### config.mk
export PLATFORM = sky130hd
export DESIGN_NAME = gregorian_to_iso_week_date_core
export DESIGN_NICKNAME = d
export VERILOG_FILES = /design/src/gtiw_pkg.sv /design/src/gtiw_front.sv /design/src/gtiw_year.sv /design/src/gtiw_week.sv /design/src/gtiw_skid.sv /design/src/gregorian_to_iso_week_date_core.sv
export SDC_FILE = /design/constraint.sdc
export NUM_CORES = 1
export LEC_CHECK = 0
export BUFFER_PORTS_ARGS = -buffer_cell sky130_fd_sc_hd__buf_2
export CORE_AREA = 2 2 217 219
export DETAILED_ROUTE_END_ITERATION = 16
export DIE_AREA = 0 0 219 221
export PLACE_DENSITY = 0.76
export SLEW_MARGIN = 0
export SYNTH_ARGS = -nofsm -noshare
export SYNTH_HDL_FRONTEND = slang
export SYNTH_SLANG_ARGS = --single-unit
### constraint.sdc
create_clock -name clk -period 10.9 [get_ports clk]
set_input_delay 0.545 -clock clk [delete_from_list [all_inputs] [get_ports clk]]
set_output_delay 0.545 -clock clk [all_outputs]
set_load 0.03 [all_outputs]
### src/gtiw_pkg.sv
// ----------------------------------------------------------------------------
// gtiw_pkg
// shared widths, calendar constants, stage types and arithmetic helpers for
// the gregorian to iso week date converter
// ----------------------------------------------------------------------------
package gtiw_pkg;

  localparam int DAY_W   = 5;
  localparam int MONTH_W = 4;
  localparam int YEAR_W  = 14;
  localparam int ORD_W   = 9;
  localparam int WEEK_W  = 6;
  localparam int WD_W    = 3;
  localparam int Q100_W  = 8;
  localparam int MOD_W   = 3;

  localparam int IN_DATA_W  = 24;
  localparam int OUT_DATA_W = 32;

  localparam logic [MONTH_W-1:0] MONTH_FEB = 4'd2;
  localparam logic [MONTH_W-1:0] MONTH_DEC = 4'd12;

  localparam logic [WEEK_W-1:0] LONG_WEEKS  = 6'd53;
  localparam logic [WEEK_W-1:0] SHORT_WEEKS = 6'd52;
  localparam logic [WEEK_W-1:0] FIRST_WEEK  = 6'd1;

  // year_mod codes that mark a 53 week year
  localparam logic [MOD_W-1:0] YM_THU = 3'd4;
  localparam logic [MOD_W-1:0] YM_WED = 3'd3;

  localparam logic [WD_W-1:0] WD_SUNDAY = 3'd7;
  localparam logic [ORD_W-1:0] ISO_WEEK_BIAS = 9'd10;

  // floor(x / 100) for 14 bit x: x * 5243 >> 19
  localparam logic [12:0] RECIP100    = 13'd5243;
  localparam int          RECIP100_SH = 19;
  // floor(v / 7) for v below 512: v * 293 >> 11
  localparam logic [8:0]  RECIP7      = 9'd293;
  localparam int          RECIP7_SH   = 11;

  typedef struct packed {
    logic                  ok;
    logic [DAY_W-1:0]      day;
    logic [MONTH_W-1:0]    month;
    logic [YEAR_W-1:0]     year;
    logic [Q100_W-1:0]     q_cur;
    logic [Q100_W-1:0]     q_p1;
    logic [Q100_W-1:0]     q_p2;
  } front_t;

  typedef struct packed {
    logic                  ok;
    logic [ORD_W-1:0]      ord;
    logic [YEAR_W-1:0]     year;
    logic [MOD_W-1:0]      ym_cur;
    logic [MOD_W-1:0]      ym_p1;
    logic [MOD_W-1:0]      ym_p2;
    logic                  y_ge2;
  } yinfo_t;

  typedef struct packed {
    logic                  ok;
    logic [ORD_W-1:0]      ord;
    logic [YEAR_W-1:0]     year;
    logic [WD_W-1:0]       wd;
    logic [WEEK_W-1:0]     wk;
    logic                  long_cur;
    logic                  long_prev;
  } wraw_t;

  typedef struct packed {
    logic                  valid_res;
    logic [ORD_W-1:0]      ordinal_day;
    logic [YEAR_W-1:0]     iso_year;
    logic [WEEK_W-1:0]     iso_week;
    logic [WD_W-1:0]       weekday;
  } res_t;

  // days before the first of the month in a common year
  function automatic logic [ORD_W-1:0] month_base(input logic [MONTH_W-1:0] m);
    logic [ORD_W-1:0] b;
    unique case (m)
      4'd1:    b = 9'd0;
      4'd2:    b = 9'd31;
      4'd3:    b = 9'd59;
      4'd4:    b = 9'd90;
      4'd5:    b = 9'd120;
      4'd6:    b = 9'd151;
      4'd7:    b = 9'd181;
      4'd8:    b = 9'd212;
      4'd9:    b = 9'd243;
      4'd10:   b = 9'd273;
      4'd11:   b = 9'd304;
      4'd12:   b = 9'd334;
      default: b = 9'd0;
    endcase
    return b;
  endfunction

  function automatic logic [Q100_W-1:0] div100(input logic [YEAR_W-1:0] x);
    logic [26:0] prod;
    prod = 27'(x) * 27'(RECIP100);
    return prod[RECIP100_SH+Q100_W-1:RECIP100_SH];
  endfunction

  // 8 = 1 mod 7: fold octal digits
  function automatic logic [MOD_W-1:0] mod7(input logic [15:0] x);
    logic [5:0] s1;
    logic [3:0] s2;
    s1 = 6'(x[2:0]) + 6'(x[5:3]) + 6'(x[8:6]) + 6'(x[11:9]) + 6'(x[14:12])
       + 6'(x[15]);
    s2 = 4'(s1[2:0]) + 4'(s1[5:3]);
    if (s2 >= 4'd7) begin
      s2 = s2 - 4'd7;
    end
    return s2[2:0];
  endfunction

  // (x + x/4 - x/100 + x/400) mod 7, q = x/100
  function automatic logic [MOD_W-1:0] year_mod(input logic [YEAR_W-1:0] x,
                                                input logic [Q100_W-1:0] q);
    logic [15:0] s;
    s = 16'(x) + 16'(x[YEAR_W-1:2]) - 16'(q) + 16'(q[Q100_W-1:2]);
    return mod7(s);
  endfunction

  function automatic logic is_leap(input logic [YEAR_W-1:0] x,
                                   input logic [Q100_W-1:0] q);
    logic [15:0] hund;
    hund = 16'(q) * 16'd100;
    return (x[1:0] == 2'd0) && ((16'(x) != hund) || (q[1:0] == 2'd0));
  endfunction

endpackage

### src/gtiw_front.sv
// ----------------------------------------------------------------------------
// gtiw_front
// first stage: range check and century quotients of year, year-1, year-2
// ----------------------------------------------------------------------------
module gtiw_front (
  input  logic                        clk,
  input  logic                        rst_n,
  input  logic                        en,
  input  logic                        vld_i,
  input  logic [gtiw_pkg::DAY_W-1:0]   day_i,
  input  logic [gtiw_pkg::MONTH_W-1:0] month_i,
  input  logic [gtiw_pkg::YEAR_W-1:0]  year_i,
  output logic                        vld_o,
  output gtiw_pkg::front_t            data_o
);
  import gtiw_pkg::*;

  logic   vld_r;
  front_t data_r;
  front_t data_nxt;

  always_comb begin
    data_nxt.ok    = (day_i != '0) && (month_i != '0) && (month_i <= MONTH_DEC) &&
                     (year_i != '0);
    data_nxt.day   = day_i;
    data_nxt.month = month_i;
    data_nxt.year  = year_i;
    data_nxt.q_cur = div100(year_i);
    data_nxt.q_p1  = div100(year_i - YEAR_W'(1));
    data_nxt.q_p2  = div100(year_i - YEAR_W'(2));
  end

  always_ff @(posedge clk) begin
    if (!rst_n) begin
      vld_r <= 1'b0;
    end else if (en) begin
      vld_r <= vld_i;
    end
  end

  always_ff @(posedge clk) begin
    if (en) begin
      data_r <= data_nxt;
    end
  end

  assign vld_o  = vld_r;
  assign data_o = data_r;

endmodule

### src/gtiw_year.sv
// ----------------------------------------------------------------------------
// gtiw_year
// second stage: leap flag, ordinal day and year weekday codes
// ----------------------------------------------------------------------------
module gtiw_year (
  input  logic             clk,
  input  logic             rst_n,
  input  logic             en,
  input  logic             vld_i,
  input  gtiw_pkg::front_t data_i,
  output logic             vld_o,
  output gtiw_pkg::yinfo_t data_o
);
  import gtiw_pkg::*;

  logic              vld_r;
  yinfo_t            data_r;
  yinfo_t            data_nxt;
  logic              leap;
  logic [YEAR_W-1:0] y_p1;
  logic [YEAR_W-1:0] y_p2;

  always_comb begin
    y_p1 = data_i.year - YEAR_W'(1);
    y_p2 = data_i.year - YEAR_W'(2);
    leap = is_leap(data_i.year, data_i.q_cur);
    data_nxt.ok     = data_i.ok;
    data_nxt.year   = data_i.year;
    data_nxt.ord    = month_base(data_i.month)
                    + ORD_W'(leap && (data_i.month > MONTH_FEB))
                    + ORD_W'(data_i.day);
    data_nxt.ym_cur = year_mod(data_i.year, data_i.q_cur);
    data_nxt.ym_p1  = year_mod(y_p1, data_i.q_p1);
    data_nxt.ym_p2  = year_mod(y_p2, data_i.q_p2);
    data_nxt.y_ge2  = (data_i.year >= YEAR_W'(2));
  end

  always_ff @(posedge clk) begin
    if (!rst_n) begin
      vld_r <= 1'b0;
    end else if (en) begin
      vld_r <= vld_i;
    end
  end

  always_ff @(posedge clk) begin
    if (en) begin
      data_r <= data_nxt;
    end
  end

  assign vld_o  = vld_r;
  assign data_o = data_r;

endmodule

### src/gtiw_week.sv
// ----------------------------------------------------------------------------
// gtiw_week
// third and fourth stages: weekday and raw week number, then year rollover
// ----------------------------------------------------------------------------
module gtiw_week (
  input  logic             clk,
  input  logic             rst_n,
  input  logic             en,
  input  logic             vld_i,
  input  gtiw_pkg::yinfo_t data_i,
  output logic             vld_o,
  output gtiw_pkg::res_t   data_o
);
  import gtiw_pkg::*;

  logic              raw_vld_r;
  wraw_t             raw_r;
  wraw_t             raw_nxt;
  logic              res_vld_r;
  res_t              res_r;
  res_t              res_nxt;
  logic [MOD_W-1:0]  wd0;
  logic [ORD_W-1:0]  wk_num;
  logic [17:0]       wk_prod;
  logic [WEEK_W-1:0] wk_max;

  // weekday = (jan 1 weekday + ord - 1) mod 7, jan 1 weekday = ym(y-1) + 1
  always_comb begin
    wd0     = mod7(16'(data_i.ord) + 16'(data_i.ym_p1));
    raw_nxt.wd = (wd0 == '0) ? WD_SUNDAY : wd0;
    wk_num  = data_i.ord + ISO_WEEK_BIAS - ORD_W'(raw_nxt.wd);
    wk_prod = 18'(wk_num) * 18'(RECIP7);
    raw_nxt.wk        = wk_prod[RECIP7_SH+WEEK_W-1:RECIP7_SH];
    raw_nxt.ok        = data_i.ok;
    raw_nxt.ord       = data_i.ord;
    raw_nxt.year      = data_i.year;
    raw_nxt.long_cur  = (data_i.ym_cur == YM_THU) || (data_i.ym_p1 == YM_WED);
    raw_nxt.long_prev = (data_i.ym_p1 == YM_THU) ||
                        (data_i.y_ge2 && (data_i.ym_p2 == YM_WED));
  end

  always_comb begin
    wk_max = raw_r.long_cur ? LONG_WEEKS : SHORT_WEEKS;
    res_nxt.valid_res   = raw_r.ok;
    res_nxt.ordinal_day = raw_r.ord;
    res_nxt.weekday     = raw_r.wd;
    res_nxt.iso_year    = raw_r.year;
    res_nxt.iso_week    = raw_r.wk;
    priority if (raw_r.wk == '0) begin
      // belongs to the last week of the previous year
      res_nxt.iso_year = raw_r.year - YEAR_W'(1);
      res_nxt.iso_week = raw_r.long_prev ? LONG_WEEKS : SHORT_WEEKS;
    end else if (raw_r.wk > wk_max) begin
      res_nxt.iso_year = raw_r.year + YEAR_W'(1);
      res_nxt.iso_week = FIRST_WEEK;
    end else begin
      res_nxt.iso_week = raw_r.wk;
    end
    if (!raw_r.ok) begin
      res_nxt = '0;
    end
  end

  always_ff @(posedge clk) begin
    if (!rst_n) begin
      raw_vld_r <= 1'b0;
      res_vld_r <= 1'b0;
    end else if (en) begin
      raw_vld_r <= vld_i;
      res_vld_r <= raw_vld_r;
    end
  end

  always_ff @(posedge clk) begin
    if (en) begin
      raw_r <= raw_nxt;
      res_r <= res_nxt;
    end
  end

  assign vld_o  = res_vld_r;
  assign data_o = res_r;

endmodule

### src/gtiw_skid.sv
// ----------------------------------------------------------------------------
// gtiw_skid
// two entry output buffer, ready toward the pipeline comes from a register
// ----------------------------------------------------------------------------
module gtiw_skid (
  input  logic           clk,
  input  logic           rst_n,
  input  logic           push_vld,
  input  gtiw_pkg::res_t push_data,
  output logic           push_rdy,
  output logic           out_vld,
  output gtiw_pkg::res_t out_data,
  input  logic           out_rdy
);
  import gtiw_pkg::*;

  logic out_vld_r;
  logic spare_vld_r;
  res_t out_data_r;
  res_t spare_data_r;
  logic out_free;

  assign out_free = !out_vld_r || out_rdy;
  assign push_rdy = !spare_vld_r;

  always_ff @(posedge clk) begin
    if (!rst_n) begin
      out_vld_r   <= 1'b0;
      spare_vld_r <= 1'b0;
    end else begin
      if (out_free) begin
        out_vld_r   <= spare_vld_r || push_vld;
        spare_vld_r <= 1'b0;
      end else if (push_vld && !spare_vld_r) begin
        spare_vld_r <= 1'b1;
      end
    end
  end

  always_ff @(posedge clk) begin
    if (out_free) begin
      out_data_r <= spare_vld_r ? spare_data_r : push_data;
    end
    if (!out_free && !spare_vld_r) begin
      spare_data_r <= push_data;
    end
  end

  assign out_vld  = out_vld_r;
  assign out_data = out_data_r;

endmodule

### src/gregorian_to_iso_week_date_core.sv
// ----------------------------------------------------------------------------
// gregorian_to_iso_week_date_core
// converts a gregorian day, month and year into ordinal day and iso 8601
// week date (week-based year, week, weekday monday 1 .. sunday 7)
// ----------------------------------------------------------------------------
// path: an accepted transaction passes four pipeline registers, then the
//   output buffer register, before it shows on out_tvalid
// throughput: one transaction per cycle while in_tready is high
// reset: rst_n low at a clock edge empties the pipeline and the output buffer
// ----------------------------------------------------------------------------
module gregorian_to_iso_week_date_core (
  input  logic                               clk,
  input  logic                               rst_n,
  input  logic                               in_tvalid,
  output logic                               in_tready,
  // day[4:0], month[8:5], year[22:9], zero fill [23]
  input  logic [gtiw_pkg::IN_DATA_W-1:0]     in_tdata,
  output logic                               out_tvalid,
  input  logic                               out_tready,
  // ordinal_day[8:0], iso_year[22:9], iso_week[28:23], weekday[31:29]
  output logic [gtiw_pkg::OUT_DATA_W-1:0]    out_tdata,
  // valid_res[0]
  output logic                               out_tuser
);
  import gtiw_pkg::*;

  // the whole pipeline moves together while the output buffer has room;
  // valid bits travel with the data so bubbles pass through harmlessly
  logic   pipe_rdy;
  logic   in_acc;

  logic   s1_vld;
  front_t s1_data;
  logic   s2_vld;
  yinfo_t s2_data;
  logic   s4_vld;
  res_t   s4_data;
  res_t   out_res;

  assign in_tready = pipe_rdy;
  assign in_acc    = in_tvalid && pipe_rdy;

  // stage 1: range check and century quotients
  gtiw_front u_front (
    .clk     (clk),
    .rst_n   (rst_n),
    .en      (pipe_rdy),
    .vld_i   (in_acc),
    .day_i   (in_tdata[DAY_W-1:0]),
    .month_i (in_tdata[DAY_W+MONTH_W-1:DAY_W]),
    .year_i  (in_tdata[DAY_W+MONTH_W+YEAR_W-1:DAY_W+MONTH_W]),
    .vld_o   (s1_vld),
    .data_o  (s1_data)
  );

  // stage 2: leap year, ordinal day, weekday codes of year-end
  gtiw_year u_year (
    .clk    (clk),
    .rst_n  (rst_n),
    .en     (pipe_rdy),
    .vld_i  (s1_vld),
    .data_i (s1_data),
    .vld_o  (s2_vld),
    .data_o (s2_data)
  );

  // stages 3 and 4: weekday, week number, rollover into the adjacent year
  gtiw_week u_week (
    .clk    (clk),
    .rst_n  (rst_n),
    .en     (pipe_rdy),
    .vld_i  (s2_vld),
    .data_i (s2_data),
    .vld_o  (s4_vld),
    .data_o (s4_data)
  );

  // output register plus spare entry, so a stalled sink never drops a result
  gtiw_skid u_skid (
    .clk       (clk),
    .rst_n     (rst_n),
    .push_vld  (s4_vld && pipe_rdy),
    .push_data (s4_data),
    .push_rdy  (pipe_rdy),
    .out_vld   (out_tvalid),
    .out_data  (out_res),
    .out_rdy   (out_tready)
  );

  assign out_tuser = out_res.valid_res;
  assign out_tdata = {out_res.weekday, out_res.iso_week, out_res.iso_year,
                      out_res.ordinal_day};

  // a full spare entry always sits behind a held output
  a_spare_behind_out: assert property (@(posedge clk) disable iff (!rst_n)
    !pipe_rdy |-> out_tvalid)
    else $error("output buffer spare full with no result on the port");

  // a rejected date carries all zero fields
  a_invalid_zero: assert property (@(posedge clk) disable iff (!rst_n)
    (out_tvalid && !out_tuser) |-> (out_tdata == '0))
    else $error("invalid date result carries nonzero fields");

  // a good date always yields a legal week and weekday
  a_valid_ranges: assert property (@(posedge clk) disable iff (!rst_n)
    (out_tvalid && out_tuser) |->
      ((out_res.weekday != '0) && (out_res.iso_week != '0) &&
       (out_res.iso_week <= LONG_WEEKS) && (out_res.ordinal_day != '0)))
    else $error("week date fields out of range");

endmodule
==> metrics.md <==
| Metric | Value |
|---|---|
| Largest net degree at the start of global routing | `80` |
| Met3 Usage GRT | `0.0181` |
| Worst-Skew Late Latency | `0.53 ns` |
| R2r startpoint | `u_year.data_o[4]$_DFFE_PN_` |
| Share of cells above drive strength 1 | `0.0611` |
| FMAX | `99.5 MHz` |
| Mapped Nets | `3384` |
| Register area | `6790 um^2` |
| Worst Reg-to-Reg Cells | `39` |
| Starting Density | `0.593` |
| Remaining DRCs | `0` |
| Startpoint Class | `flip-flop` |
| H-tree Lvls | `1` |
| Die area | `48400 um^2` |
| Syn_area_per_cell | `10.7 um^2` |
| Seq/Total Area, Yosys | `0.248` |
| Min-delay src | `in_tdata[0]` |
| Reg2reg setup slack | `0.85 ns` |
| Critical path type | `flip-flop to flip-flop` |
| Req. time, crit path | `11.18 ns` |
| Synth top area cells | `ha_1, edfxtp_1, fa_1, inv_1, xnor2_1` |
| Post-Synthesis Cells | `2562` |
| Nets | `3455` |
| CTS clk-pin slew, worst paths | `0.06 ns` |
| CP arrival | `10.33 ns` |
| Minimum hold slack | `0.209 ns` |
| First-pass GRT wire length | `90000 um` |
| Max Cap Violations | `0` |
| Met2 global-route usage | `0.427` |
| Largest stage delay on the critical path | `0.56 ns` |
| IO Count | `63` |
| Ys async rst share | `0` |
| Via density | `5.49` |
| GRT busiest layer | `met2` |
| Buffers on Ports | `61` |
| CTS tree | `done` |
| Hold_buf cts | `0` |
| Multi-input combinational cell area | `18500 um^2` |
| 1st-iter DRT viols | `752` |
| Std-Cell Rows | `79` |
| Synthesis-to-finish area growth | `6.77%` |
| Met1 Use GR | `0.273` |
| Dpl hpwl | `44300 um` |
| Layout fillers | `3608` |
| Crit share post-route | `0.922` |
| GPL Wtd Cong | `0.881` |
| DRT antenna net count | `0` |
| Element type at the critical path end | `flip-flop` |
| Setup Buffers After CTS | `0` |
| RSZ-0062 raised after global routing | `false` |
| Minimum clock period | `10.05 ns` |
| DIE WIDTH | `219 um` |
| WL/cell | `16.1 um` |
| Vias in the first global route | `19216` |
| Post-synth top area share | `0.248` |
| Worst Path Max Fanout | `8` |
| Core area | `46100 um^2` |
| Count leader, synth | `ha_1` |
| Post-cts resize count | `0` |
| Cell taking the most area after synthesis | `ha_1` |
| Synth Register Bits | `231` |
| Post-synth EDFFs | `216` |
| Synthesis warning total | `0` |
| Initial antenna violation count | `0` |
| Post-synth cell types | `64` |
| Hold Path Sink | `u_front.data_o[42]$_DFFE_PN_` |
| Worst slew pin tran | `1.02 ns` |
| Synth top cells by count | `ha_1, inv_1, fa_1` |
| TritonCTS Buffers | `24` |
| Final WL | `52600 um` |
| Slowest CP cell | `fa_1` |
| Final hold viol count | `0` |
| Total Neg Setup Slack | `0 ns` |
| Skew final | `0.0119 ns` |
| Root Buffer Master | `clkbuf_16` |
| Most used DFF post-synth | `edfxtp_1` |
| Synthesized area | `27300 um^2` |
| Count of pins over their slew limit | `0` |
| Global Route Usage Sum | `0.226` |
| Worst reg2reg endpoint | `u_week.raw_r[6]$_DFFE_PN_` |
| Final setup violation count | `0` |
| Overflow after GRT | `0` |
| Hold Crit Class | `input pin to flip-flop` |
| Die height | `221 um` |
| Hold path depth | `1` |
| Max-slew headroom | `0.312` |
| DR vias | `17898` |
| Status | `finished clean` |
| TritonRoute pass-1 iters | `5` |
| Worst path most repeated cell | `ha_1` |
| Clock sink count | `231` |
| Clock Tree Buf Depth | `3` |
==> critical path: cells and delay by family (launching register included) <==
kind	cells	cell delay, ns
adder cells (fa/ha/maj)	12	4.17
XOR/XNOR	6	1.52
AND/OR/NAND/NOR	4	0.80
buffers and inverters	4	0.28
AO/OA/AOI/OAI	13	2.63
flip-flops	1	0.38
==> through the flow <==
stage / setup WS (ns) / instance area [um^2] / cells / utilization
final: 0.846 / 29200 / 3259 / 0.633
after global routing: 0.217 / 29200 / 3258 / 0.633
after CTS: 0.848 / 29200 / 3258 / 0.633
after detailed placement: 0.886 / 28400 / 3214 / 0.616
after global placement: 1.29 / 28400 / 3214 / 0.616
after floorplan: 1.78 / 27300 / 2562 / -
==> cell type report <==
| cell class | instances | share of cell area |
|---|---|---|
| diodes | 1 | 0.0000858 |
| flip-flops and latches | 231 | 0.233 |
| well taps | 607 | 0.0260 |
| multi-input cells | 1793 | 0.635 |
| inverters | 516 | 0.0666 |
| repair buffers | 67 | 0.0120 |
| clock inverters | 10 | 0.00382 |
| clock buffers | 34 | 0.0240 |
==> placed cells by master (no fill, tap or decap), types with 37 or more instances in the layout <==
master / n
ha_1: 542
inv_1: 515
fa_1: 252
edfxtp_1: 216
xnor2_1: 153
a21oi_1: 107
nand2_1: 95
nor2_1: 80
xor2_1: 73
a21o_1: 64
buf_2: 61
o21ai_0: 47
mux2_2: 37
==> worst max path at each step <==
stage,startpoint,end,slack (ns),depth (start not counted)
2_1_floorplan,u_year.data_o[4]$_DFFE_PN_,u_week.raw_r[6]$_DFFE_PN_,1.78,39
3_3_place_gp,u_year.data_o[4]$_DFFE_PN_,u_week.raw_r[6]$_DFFE_PN_,1.29,39
3_5_place_dp,u_year.data_o[4]$_DFFE_PN_,u_week.raw_r[6]$_DFFE_PN_,0.89,39
4_1_cts,u_year.data_o[4]$_DFFE_PN_,u_week.raw_r[6]$_DFFE_PN_,0.85,39
5_1_grt,u_year.data_o[4]$_DFFE_PN_,u_week.raw_r[6]$_DFFE_PN_,0.22,39
6_report,u_year.data_o[4]$_DFFE_PN_,u_week.raw_r[6]$_DFFE_PN_,0.85,39
==> per-layer routing <==
metal	up-vias	part of all wire
met2	272	0.53
met3	86	0.027
li1	8758	-
met1	8782	0.41
met4	0	0.029
met5	-	0
==> kinds of logic (layout without fill, tap and decap cells) <==
logic type	Yosys count	after routing	synth area share
XOR/XNOR	227	227	0.0730
AND/OR/NAND/NOR	365	365	0.0655
adder cells (fa/ha/maj)	794	794	0.433
flip-flops	231	231	0.248
buffers and inverters	538	627	0.0740
multiplexers	53	53	0.0211
AO/OA/AOI/OAI	354	354	0.0851
other	0	1	0
==> state kept, by name (all words and copies together), names as in the netlist, 33 cells and up, named ones only <==
name / cells
u_front.data_o: 48
u_week.raw_r: 35
u_skid.out_data: 33
u_skid.spare_data_r: 33
u_week.data_o: 33
u_year.data_o: 34
Power is left out: the tool's default activity adds up to more than one toggle a clock period on the data nets, which glitch-free logic cannot reach.
